[src/esl_pkg.sv]
`default_nettype none
package esl_pkg;

    localparam int VEL_W   = 24;
    localparam int POS_W   = 32;
    localparam int DIST_W  = 16;
    localparam int FLOOR_W = 23;
    localparam int CFG_W   = 32;
    localparam int IDX_W   = 3;

    // Quotient of the ramp is below 2^23, so the divider resolves 23 bits.
    localparam int DIV_STEPS = 23;
    localparam int NUM_W     = VEL_W + DIST_W;
    localparam int FRONT_LAT = 3;
    localparam int PIPE_LAT  = FRONT_LAT + DIV_STEPS + 1;

    localparam logic [IDX_W-1:0] REG_MIN_LIMIT     = 3'd0;
    localparam logic [IDX_W-1:0] REG_MAX_LIMIT     = 3'd1;
    localparam logic [IDX_W-1:0] REG_STOP_DISTANCE = 3'd2;
    localparam logic [IDX_W-1:0] REG_SLOW_DISTANCE = 3'd3;
    localparam logic [IDX_W-1:0] REG_FLOOR_SPEED   = 3'd4;

    typedef enum logic [1:0] {
        ST_PASS = 2'd0,
        ST_STOP = 2'd1,
        ST_SLOW = 2'd2,
        ST_ZERO = 2'd3
    } esl_status_t;

    typedef struct packed {
        logic [POS_W-1:0]   min_limit;
        logic [POS_W-1:0]   max_limit;
        logic [DIST_W-1:0]  stop_distance;
        logic [DIST_W-1:0]  slow_distance;
        logic [FLOOR_W-1:0] floor_speed;
    } esl_cfg_t;

    // Travels beside the numerator through the divider.
    typedef struct packed {
        logic [VEL_W-1:0] vel;
        logic             up;
        logic             floor_ge;
        esl_status_t      status;
    } esl_side_t;

endpackage
`default_nettype wire

[src/edge_speed_limiter_unit.sv]
`default_nettype none
// Soft-limit speed shaper for one axis. Pulse start with a signed Q15.8
// velocity and the axis position; busy never rises, so a new sample may be
// started every clock. Each sample yields exactly one result, shown for one
// cycle with result_valid. Front stages A, B and C classify the sample and
// form the ramp numerator, the bit-per-stage pipelined divider scales the
// ramp, and one output register holds the result. The result cannot be
// held off. Write the limit registers through cfg_we, cfg_index and
// cfg_data only while no sample is in flight.
module edge_speed_limiter_unit (
    input  wire logic                         clk,
    input  wire logic                         rst_n,
    input  wire logic                         start,
    output logic                              busy,
    input  wire logic [esl_pkg::VEL_W-1:0]    velocity,
    input  wire logic [esl_pkg::POS_W-1:0]    position,
    output logic                              result_valid,
    output logic [esl_pkg::VEL_W-1:0]         limited_velocity,
    output logic [1:0]                        limit_status,
    input  wire logic                         cfg_we,
    input  wire logic [esl_pkg::IDX_W-1:0]    cfg_index,
    input  wire logic [esl_pkg::CFG_W-1:0]    cfg_data
);
    import esl_pkg::*;

    esl_cfg_t cfg_reg;

    always_ff @(posedge clk or negedge rst_n)
    begin
        if (!rst_n)
        begin
            cfg_reg <= '0;
        end
        else if (cfg_we)
        begin
            case (cfg_index)
                REG_MIN_LIMIT:     cfg_reg.min_limit     <= cfg_data;
                REG_MAX_LIMIT:     cfg_reg.max_limit     <= cfg_data;
                REG_STOP_DISTANCE: cfg_reg.stop_distance <= cfg_data[DIST_W-1:0];
                REG_SLOW_DISTANCE: cfg_reg.slow_distance <= cfg_data[DIST_W-1:0];
                REG_FLOOR_SPEED:   cfg_reg.floor_speed   <= cfg_data[FLOOR_W-1:0];
                default:           cfg_reg <= cfg_reg;
            endcase
        end
    end

    logic                 in_valid;
    logic                 num_valid;
    logic [NUM_W-1:0]     num;
    esl_side_t            num_side;
    logic                 quo_valid;
    logic [DIV_STEPS-1:0] quo;
    esl_side_t            quo_side;
    logic [DIST_W-1:0]    span;

    assign busy     = 1'b0;
    assign in_valid = start && !busy;
    assign span     = cfg_reg.slow_distance - cfg_reg.stop_distance;

    esl_front u_front (
        .clk       (clk),
        .rst_n     (rst_n),
        .cfg       (cfg_reg),
        .in_valid  (in_valid),
        .velocity  (velocity),
        .position  (position),
        .num_valid (num_valid),
        .num       (num),
        .side      (num_side)
    );

    esl_div u_div (
        .clk       (clk),
        .rst_n     (rst_n),
        .span      (span),
        .num_valid (num_valid),
        .num       (num),
        .num_side  (num_side),
        .quo_valid (quo_valid),
        .quo       (quo),
        .quo_side  (quo_side)
    );

    logic [VEL_W-1:0] mag;
    logic [VEL_W-1:0] slow_vel;
    logic [VEL_W-1:0] res_next;

    logic             result_valid_reg;
    logic [VEL_W-1:0] limited_velocity_reg;
    logic [1:0]       limit_status_reg;

    always_comb
    begin
        // floor at or above the command wins outright; otherwise the ramp
        // stays between floor and command by construction
        if (quo_side.floor_ge)
        begin
            mag = {1'b0, cfg_reg.floor_speed};
        end
        else
        begin
            mag = {1'b0, cfg_reg.floor_speed} + {1'b0, quo};
        end
        slow_vel = quo_side.up ? mag : (VEL_W'(0) - mag);
        case (quo_side.status)
            ST_PASS: res_next = quo_side.vel;
            ST_SLOW: res_next = slow_vel;
            default: res_next = '0;
        endcase
    end

    always_ff @(posedge clk or negedge rst_n)
    begin
        if (!rst_n)
        begin
            result_valid_reg <= 1'b0;
        end
        else
        begin
            result_valid_reg <= quo_valid;
        end
    end

    always_ff @(posedge clk)
    begin
        limited_velocity_reg <= res_next;
        limit_status_reg     <= quo_side.status;
    end

    assign result_valid     = result_valid_reg;
    assign limited_velocity = limited_velocity_reg;
    assign limit_status     = limit_status_reg;

    a_start_gives_result: assert property (@(posedge clk) disable iff (!rst_n)
        (start && !busy) |-> ##PIPE_LAT result_valid)
        else $error("accepted sample produced no result");

    a_result_has_start: assert property (@(posedge clk) disable iff (!rst_n)
        result_valid |-> $past(start && !busy, PIPE_LAT))
        else $error("result without a matching start");

    a_pass_unchanged: assert property (@(posedge clk) disable iff (!rst_n)
        (result_valid && (limit_status == ST_PASS)) |->
            (limited_velocity == $past(velocity, PIPE_LAT)))
        else $error("unchanged status but velocity altered");

endmodule
`default_nettype wire

[src/esl_front.sv]
`default_nettype none
module esl_front (
    input  wire logic                       clk,
    input  wire logic                       rst_n,
    input  wire esl_pkg::esl_cfg_t          cfg,
    input  wire logic                       in_valid,
    input  wire logic [esl_pkg::VEL_W-1:0]  velocity,
    input  wire logic [esl_pkg::POS_W-1:0]  position,
    output logic                            num_valid,
    output logic [esl_pkg::NUM_W-1:0]       num,
    output esl_pkg::esl_side_t              side
);
    import esl_pkg::*;

    // stage A: direction, magnitude, distance to the limit ahead
    logic                 a_valid_reg;
    logic                 a_zero_reg;
    logic                 a_up_reg;
    logic [VEL_W-1:0]     a_av_reg;
    logic [POS_W:0]       a_d_reg;
    logic [VEL_W-1:0]     a_vel_reg;

    logic                 a_up_next;
    logic [VEL_W-1:0]     a_av_next;
    logic [POS_W:0]       a_d_next;
    logic [POS_W:0]       pos_x;

    always_comb
    begin
        pos_x     = {position[POS_W-1], position};
        a_up_next = ~velocity[VEL_W-1];
        a_av_next = a_up_next ? velocity : (VEL_W'(0) - velocity);
        if (a_up_next)
        begin
            a_d_next = {cfg.max_limit[POS_W-1], cfg.max_limit} - pos_x;
        end
        else
        begin
            a_d_next = pos_x - {cfg.min_limit[POS_W-1], cfg.min_limit};
        end
    end

    always_ff @(posedge clk or negedge rst_n)
    begin
        if (!rst_n)
        begin
            a_valid_reg <= 1'b0;
        end
        else
        begin
            a_valid_reg <= in_valid;
        end
    end

    always_ff @(posedge clk)
    begin
        a_zero_reg <= (velocity == '0);
        a_up_reg   <= a_up_next;
        a_av_reg   <= a_av_next;
        a_d_reg    <= a_d_next;
        a_vel_reg  <= velocity;
    end

    // stage B: classify and form the ramp operands
    logic                 b_valid_reg;
    esl_side_t            b_side_reg;
    logic [VEL_W-1:0]     b_diff_reg;
    logic [DIST_W-1:0]    b_n_reg;

    esl_side_t            b_side_next;
    logic                 d_nonpos;
    logic                 d_le_stop;
    logic                 d_lt_slow;

    always_comb
    begin
        d_nonpos  = a_d_reg[POS_W] || (a_d_reg == '0);
        d_le_stop = $signed(a_d_reg) <= $signed({{(POS_W+1-DIST_W){1'b0}}, cfg.stop_distance});
        d_lt_slow = $signed(a_d_reg) <  $signed({{(POS_W+1-DIST_W){1'b0}}, cfg.slow_distance});

        b_side_next.vel      = a_vel_reg;
        b_side_next.up       = a_up_reg;
        b_side_next.floor_ge = {1'b0, cfg.floor_speed} >= a_av_reg;
        if (a_zero_reg)
        begin
            b_side_next.status = ST_ZERO;
        end
        else if (d_nonpos || d_le_stop)
        begin
            b_side_next.status = ST_STOP;
        end
        else if (d_lt_slow)
        begin
            b_side_next.status = ST_SLOW;
        end
        else
        begin
            b_side_next.status = ST_PASS;
        end
    end

    always_ff @(posedge clk or negedge rst_n)
    begin
        if (!rst_n)
        begin
            b_valid_reg <= 1'b0;
        end
        else
        begin
            b_valid_reg <= a_valid_reg;
        end
    end

    always_ff @(posedge clk)
    begin
        b_side_reg <= b_side_next;
        // only meaningful inside the slow zone with floor below command
        b_diff_reg <= a_av_reg - {1'b0, cfg.floor_speed};
        b_n_reg    <= a_d_reg[DIST_W-1:0] - cfg.stop_distance;
    end

    // stage C: numerator of the ramp
    logic                 c_valid_reg;
    esl_side_t            c_side_reg;
    logic [NUM_W-1:0]     c_prod_reg;

    always_ff @(posedge clk or negedge rst_n)
    begin
        if (!rst_n)
        begin
            c_valid_reg <= 1'b0;
        end
        else
        begin
            c_valid_reg <= b_valid_reg;
        end
    end

    always_ff @(posedge clk)
    begin
        c_side_reg <= b_side_reg;
        c_prod_reg <= b_diff_reg * b_n_reg;
    end

    assign num_valid = c_valid_reg;
    assign num       = c_prod_reg;
    assign side      = c_side_reg;

endmodule
`default_nettype wire

[src/esl_div.sv]
`default_nettype none
module esl_div (
    input  wire logic                          clk,
    input  wire logic                          rst_n,
    input  wire logic [esl_pkg::DIST_W-1:0]    span,
    input  wire logic                          num_valid,
    input  wire logic [esl_pkg::NUM_W-1:0]     num,
    input  wire esl_pkg::esl_side_t            num_side,
    output logic                               quo_valid,
    output logic [esl_pkg::DIV_STEPS-1:0]      quo,
    output esl_pkg::esl_side_t                 quo_side
);
    import esl_pkg::*;

    // one quotient bit per stage; work holds the dividend bits still to
    // shift in, with quotient bits filling from the bottom
    logic                  valid_reg [DIV_STEPS];
    logic [DIST_W-1:0]     rem_reg   [DIV_STEPS];
    logic [DIV_STEPS-1:0]  work_reg  [DIV_STEPS];
    esl_side_t             side_reg  [DIV_STEPS];

    for (genvar k = 0; k < DIV_STEPS; k++)
    begin : g_step
        logic                 valid_in;
        logic [DIST_W-1:0]    rem_in;
        logic [DIV_STEPS-1:0] work_in;
        esl_side_t            side_in;
        logic [DIST_W:0]      trial;
        logic [DIST_W:0]      trial_sub;
        logic                 ge;

        if (k == 0)
        begin : g_head
            // numerator stays below span * 2^23, so its top bit is clear
            assign valid_in = num_valid;
            assign rem_in   = num[NUM_W-2:DIV_STEPS];
            assign work_in  = num[DIV_STEPS-1:0];
            assign side_in  = num_side;
        end
        else
        begin : g_body
            assign valid_in = valid_reg[k-1];
            assign rem_in   = rem_reg[k-1];
            assign work_in  = work_reg[k-1];
            assign side_in  = side_reg[k-1];
        end

        always_comb
        begin
            trial     = {rem_in, work_in[DIV_STEPS-1]};
            trial_sub = trial - {1'b0, span};
            ge        = trial >= {1'b0, span};
        end

        always_ff @(posedge clk or negedge rst_n)
        begin
            if (!rst_n)
            begin
                valid_reg[k] <= 1'b0;
            end
            else
            begin
                valid_reg[k] <= valid_in;
            end
        end

        always_ff @(posedge clk)
        begin
            rem_reg[k]  <= ge ? trial_sub[DIST_W-1:0] : trial[DIST_W-1:0];
            work_reg[k] <= {work_in[DIV_STEPS-2:0], ge};
            side_reg[k] <= side_in;
        end
    end

    assign quo_valid = valid_reg[DIV_STEPS-1];
    assign quo       = work_reg[DIV_STEPS-1];
    assign quo_side  = side_reg[DIV_STEPS-1];

endmodule
`default_nettype wire
[config.mk]
export PLATFORM = sky130hd
export DESIGN_NAME = edge_speed_limiter_unit
export DESIGN_NICKNAME = d
export VERILOG_FILES = /design/src/esl_pkg.sv /design/src/edge_speed_limiter_unit.sv /design/src/esl_front.sv /design/src/esl_div.sv
export SDC_FILE = /design/constraint.sdc
export NUM_CORES = 2
export LEC_CHECK = 0
export ABC_AREA = 1
export BUFFER_PORTS_ARGS = -buffer_cell sky130_fd_sc_hd__buf_2
export CAP_MARGIN = 20
export CORE_ASPECT_RATIO = 0.5
export CORE_MARGIN = 4
export CORE_UTILIZATION = 55
export CTS_BUF_LIST = sky130_fd_sc_hd__clkbuf_4
export CTS_CLUSTER_SIZE = 30
export DETAILED_ROUTE_END_ITERATION = 7
export GPL_ROUTABILITY_DRIVEN = 0
export PLACE_DENSITY = 0.71
export SLEW_MARGIN = 5
export SYNTH_ARGS = -nofsm -noshare
export SYNTH_HDL_FRONTEND = slang
export SYNTH_SLANG_ARGS = --single-unit
[constraint.sdc]
create_clock -name clk -period 6.5 [get_ports clk]
set_input_delay 0.65 -clock clk [delete_from_list [all_inputs] [get_ports clk]]
set_output_delay 0.65 -clock clk [all_outputs]
set_load 0.005 [all_outputs]
* After elaboration in Yosys (flattened, before gate mapping)
Memory sizes are Yosys's and may differ from the RTL's. Index checks and enable logic that the tools add are counted.
Word-level totals: memories 3, input port bits 95, memory bits (writable) 1541, output and inout bits 28, register bits 390
Cells by class: multipliers 1, add/subtract/negate cells 31, muxes and demuxes 30, magnitude comparators 26, reduce and logical (&&, ||, !) cells 12, eq/ne operators 5, bitwise gates (word level) 1
Memory list:
- u_div.side_reg | depth 23, bits a word 28, rd ports 23, clocked after Yosys merged registers in 0, wr ports 23, line esl_div.sv:20 | esl_side_t side_reg [DIV_STEPS];
- u_div.work_reg | depth 23, bits a word 23, rd ports 23, clocked after Yosys merged registers in 0, wr ports 23, line esl_div.sv:19 | logic [DIV_STEPS-1:0] work_reg [DIV_STEPS];
- u_div.rem_reg | depth 23, bits a word 16, rd ports 22, clocked after Yosys merged registers in 0, wr ports 23, line esl_div.sv:18 | logic [DIST_W-1:0] rem_reg [DIV_STEPS];
Operators with widths (count):
- $sub A16 B16 Y16 | 25
- $ge A17 B16 Y1 | 23
- $mux W16 | 23
- $sub A32 B32 Y33 | 2
- $mux W24 | 2
- $pmux W24 S2 | 1
- $sub A1 B24 Y24 const A | 2
- $mul A24 B16 Y39 | 1
- $le A33 B17 Y1 | 1
- $logic_not A33 Y1 | 1
- $lt A33 B17 Y1 | 1
- $mux W33 | 1
- $add A23 B23 Y24 | 1
- $ge A23 B24 Y1 | 1
- $logic_not A24 Y1 | 1
- $sub A24 B23 Y24 | 1
- $mux W23 | 1
- $reduce_and A2 Y1 | 5
- $eq A3 B2 Y1 const B | 2
- $mux W2 | 2
- $eq A3 B1 Y1 const B | 1
- $eq A3 B3 Y1 const B | 1
- $logic_not A3 Y1 | 1
- $eq A2 B2 Y1 const B | 1
- other kinds (4) | 5

* Longest topological paths before layout
An unclocked memory read counts as a cell.
word-level depth 6, depth in mapped cells 28, depth with buffers taken out 26

* By module
Synthesis repeated with hierarchy kept, for this count alone.
Second synthesis, totals: cells, all modules 12460, area, all modules 95590.4 um^2
By module, submodules not included:
- esl_div | area an instance 60404.2 um^2, cells each 7432, instances 1, sequential area each 31104.8 um^2
- esl_front | area an instance 26758.2 um^2, cells each 3866, instances 1, sequential area each 4439.3 um^2
- edge_speed_limiter_unit | area an instance 8428.1 um^2, cells each 1162, instances 1, sequential area each 3523.4 um^2

* Worst setup path after synthesis
Ideal clock, no wire load.
kind register to register, start point register u_front.b_diff_reg[7], end point register u_front.c_prod_reg[30] (netlist: u_front.num[30]), arrival time 5704 ps, path slack 724 ps, buffers on the path 2, required time 6428 ps, period minus slack after synthesis 5776 ps, library setup time 72 ps, cell stages (with the launch flop) 24, cell sequence dfxtp_1 > clkbuf_1 > clkbuf_1 > nand2_1 > fa_1 > inv_1 > fa_1 > inv_1 > fa_1 > inv_1 > fa_1 > fa_1 > inv_1 > fa_1 > inv_1 > ha_1 > a21oi_1 > o21ai_0 > a21oi_1 > o21ai_1 > a21boi_0 > o21ai_1 > a21oi_1 > xnor2_1
On the way: cells in the longest elaborated chain, start to end 1
RTL lines:
- start, declared | line esl_front.sv:67 | logic [VEL_W-1:0] b_diff_reg;
- start signal, assigned | line esl_front.sv:118 | b_diff_reg <= a_av_reg - {1'b0, cfg.floor_speed};
- $mul A24 B16 Y39 | line esl_front.sv:142 | c_prod_reg <= b_diff_reg * b_n_reg;
- end signal, assigned | line esl_front.sv:142
- end, declared | line esl_front.sv:125 | logic [NUM_W-1:0] c_prod_reg;
Every way passes these cells. A chain may end at the register's enable or synchronous reset.

* Worst setup path in the final report
start point register u_front.b_diff_reg[6], end point register u_front.c_prod_reg[38] (netlist: u_front.num[38])
The elaborated chain is that of the path after synthesis.

==> run summary <==
Run status: completed
Worst-margin pin slew: 1.06 ns
Sequential cell area fraction in the yosys report: 0.476
Kind of critical path: flop to flop
# H-tree levels: 5
Die X-Extent: 554 microns
Worst Path Max Fanout: 10
CP max stage delay: 0.64 ns
CTS buffer count: 398
Setup ws final: 0.249 ns
Synth warn: 0
DR pass1 iterations: 6
Finished Core Util: 0.618
WP data required: 7.42 ns
Vias per cell: 5.17
Largest register FFs: 644
Clock sinks: 1914
Largest net degree at the start of global routing: 81
Num ports: 123
Yosys reg bits: 1914
GR Util All Layers: 0.245
Main synth FF type: dfxtp_1
Final hold vios: 0
Setup crit end kind: flop
Clock period minus worst slack: 6.25 ns
Max-slew violations: 0
Clk_lat worst skew: 1.11 ns
DRT Wirelength: 190 mm
Drt wl/cell: 16.4 microns
Vias post-DR: 60100
Post-synth EDFFs: 0
GRT Residual Overflow: 0
Initial Util: 0.558
Period utilisation layout: 0.962
Layout cells sized above 1: 0.100
CTS clock-pin slew for the worst setup and hold paths: 0.08 ns
Synthesis-to-finish area growth: 10.7%
Yosys top cell area share: 0.431
Port-buffer cells: 121
Maximum buffer depth of the clock tree: 4
First-pass GRT wire length: 305 mm
Netlist cell types: 74
Post-route ant nets: 0
Post-Synthesis Cell Area: 0.0821 sq mm
CTS Root Buffer Type: clkbuf_4
Nets@finish: 10400
FMAX: 160 MHz
CTS tree: done
Critical path's slowest cell: dfxtp_1
Asr flop ratio synth: 0.0763
Die height: 281 microns
Final Setup Violations: 0
Post-CTS Setup Bufs: 0
Number of DRC markers in iteration 0: 4640
Crit path cell chain: buf_4 > nand2_1 > inv_1 > fa_1 > fa_1 > fa_1 > fa_1 > fa_1 > inv_1 > fa_1 > inv_1 > ha_1 > nand2_1 > nand2_1 > a31oi_1 > o31ai_1 > o21ai_0 > nand3_1 > nand3_1 > nand2_1 > xor2_1
Cells after Synth: 8873
Die Area: 0.156 sq mm
Post-place setup slack: 0.244 ns
Most used cell, CP: fa_1
Tightest Hold Check Type: primary input to flop
Initial antenna violation count: 19
Hpwl dp: 143 mm
Row cnt: 99
Syn Nets: 9935
Relative slew slack: 0.291
Cell accounting for the most synthesized area: dfxtp_1
RSZ-0062 raised after global routing: false
Fillers: 12300
Most common cell after layout, fill and taps aside: dfxtp_1
Synth area leaders: dfxtp_1, ha_1, fa_1
Mean Syn Cell Area: 9.25 sq um
Clock Skew: 0.143 ns
CP arrival: 7.17 ns
TNS Setup: 0 ns
Max Cap Viol: 0
Core area: 0.147 sq mm
Post-route DRC: 0
Commonest non-fill, non-tap cells in the layout: dfxtp_1, nand2_1, inv_1
Number of global-route vias before repair: 59400
Critical Path Start Type: flop
## final timing paths
path	endpoint	slack, ns	from	cells after the start
worst max-delay path	u_front.num[38]$_DFF_P_	0.25	u_front.b_diff_reg[6]$_DFF_P_	21
worst min-delay path	cfg_reg[88]$_DFFE_PN0P_	0.14	cfg_data[1]	3
worst max register to register	u_front.num[38]$_DFF_P_	0.25	u_front.b_diff_reg[6]$_DFF_P_	21
worst min register to register	u_div.side_reg[0][85]$_DFF_P_	0.26	u_div.side_reg[0][57]$_DFF_P_	0
max in group asynchronous	cfg_reg[6]$_DFFE_PN0P_	4.86	rst_n	3
min in group asynchronous	cfg_reg[75]$_DFFE_PN0P_	0.18	rst_n	2
## Yosys cell counts, drive strengths merged, types with 14 or more instances
cell type     n
a21oi       793
o21bai       37
fa          333
nor4         31
a21o         52
nor3         87
xor2        149
dfrtp       146
nand4        57
a31oi        46
ha          634
nand3       277
mux2         20
o41ai        14
nor2        595
clkbuf      125
inv        1142
dfxtp      1768
o21ai       423
nand2      1705
buf          72
o2111ai      22
a21boi       27
xnor2       246
## logic make-up (layout without fill, tap and decap cells)
| group | after synthesis | after routing | share of synthesized area |
|---|---|---|---|
| simple gates | 2765 | 2765 | 0.138 |
| flops | 1914 | 1914 | 0.476 |
| compound gates | 1468 | 1468 | 0.0993 |
| buf+inv | 1341 | 2116 | 0.0641 |
| fa+ha+maj | 967 | 967 | 0.178 |
| xor+xnor | 395 | 395 | 0.0422 |
| mux | 22 | 22 | 0.00299 |
| other cells | 1 | 7 | 0.0000457 |
## metal layers
| metal | part of all wire | vias to the layer above | track usage | routed length, microns |
|---|---|---|---|---|
| met5 | 0.00014 | - | 0 | 27 |
| met4 | 0.035 | 6 | 0.0942 | 6610 |
| met3 | 0.084 | 421 | 0.0626 | 16100 |
| met2 | 0.43 | 2037 | 0.381 | 82400 |
| met1 | 0.45 | 27800 | 0.329 | 85300 |
| li1 | - | 29800 | - | - |
## critical path, delay by kind of cell, from the launching register on
family                   cells  cell delay [ns]
adder cells (fa/ha/maj)      7             3.56
XOR/XNOR                     1             0.15
AO/OA/AOI/OAI                3             0.76
flip-flops                   1             0.64
buffers and inverters        4             0.46
AND/OR/NAND/NOR              6             0.56
## layout make-up
type                       count  area [sq um]  share of cell area
tap                         1969          2460              0.0271
sequential                  1914         39100               0.430
clock buffer                 555          4170              0.0459
timing repair buffer         303          2250              0.0247
antenna                        6          15.0            0.000165
inverter                    1143          4290              0.0472
clock inverter               115           627             0.00690
multi-input combinational   5618         38000               0.418
## per-stage QoR
step                      cells  instance area, sq um  hold slack [ns]
final                     11600                 90900            0.138
after global routing      11600                 90900           0.0792
after CTS                 11600                 90800          0.00579
after detailed placement  10900                 85300            0.312
after global placement    10900                 85300            0.310
after floorplan            8873                 82100            0.310
## repair_timing
item | CTS | global route
resized for setup | 0 | 13
endpoints found under the setup margin | 0 | 8
endpoints found under the hold margin | 213 | 0
hold buffers | 67 | 0
Power is not shown: default switching activity piles up to over one toggle a cycle in this logic, so the estimate is an artifact.
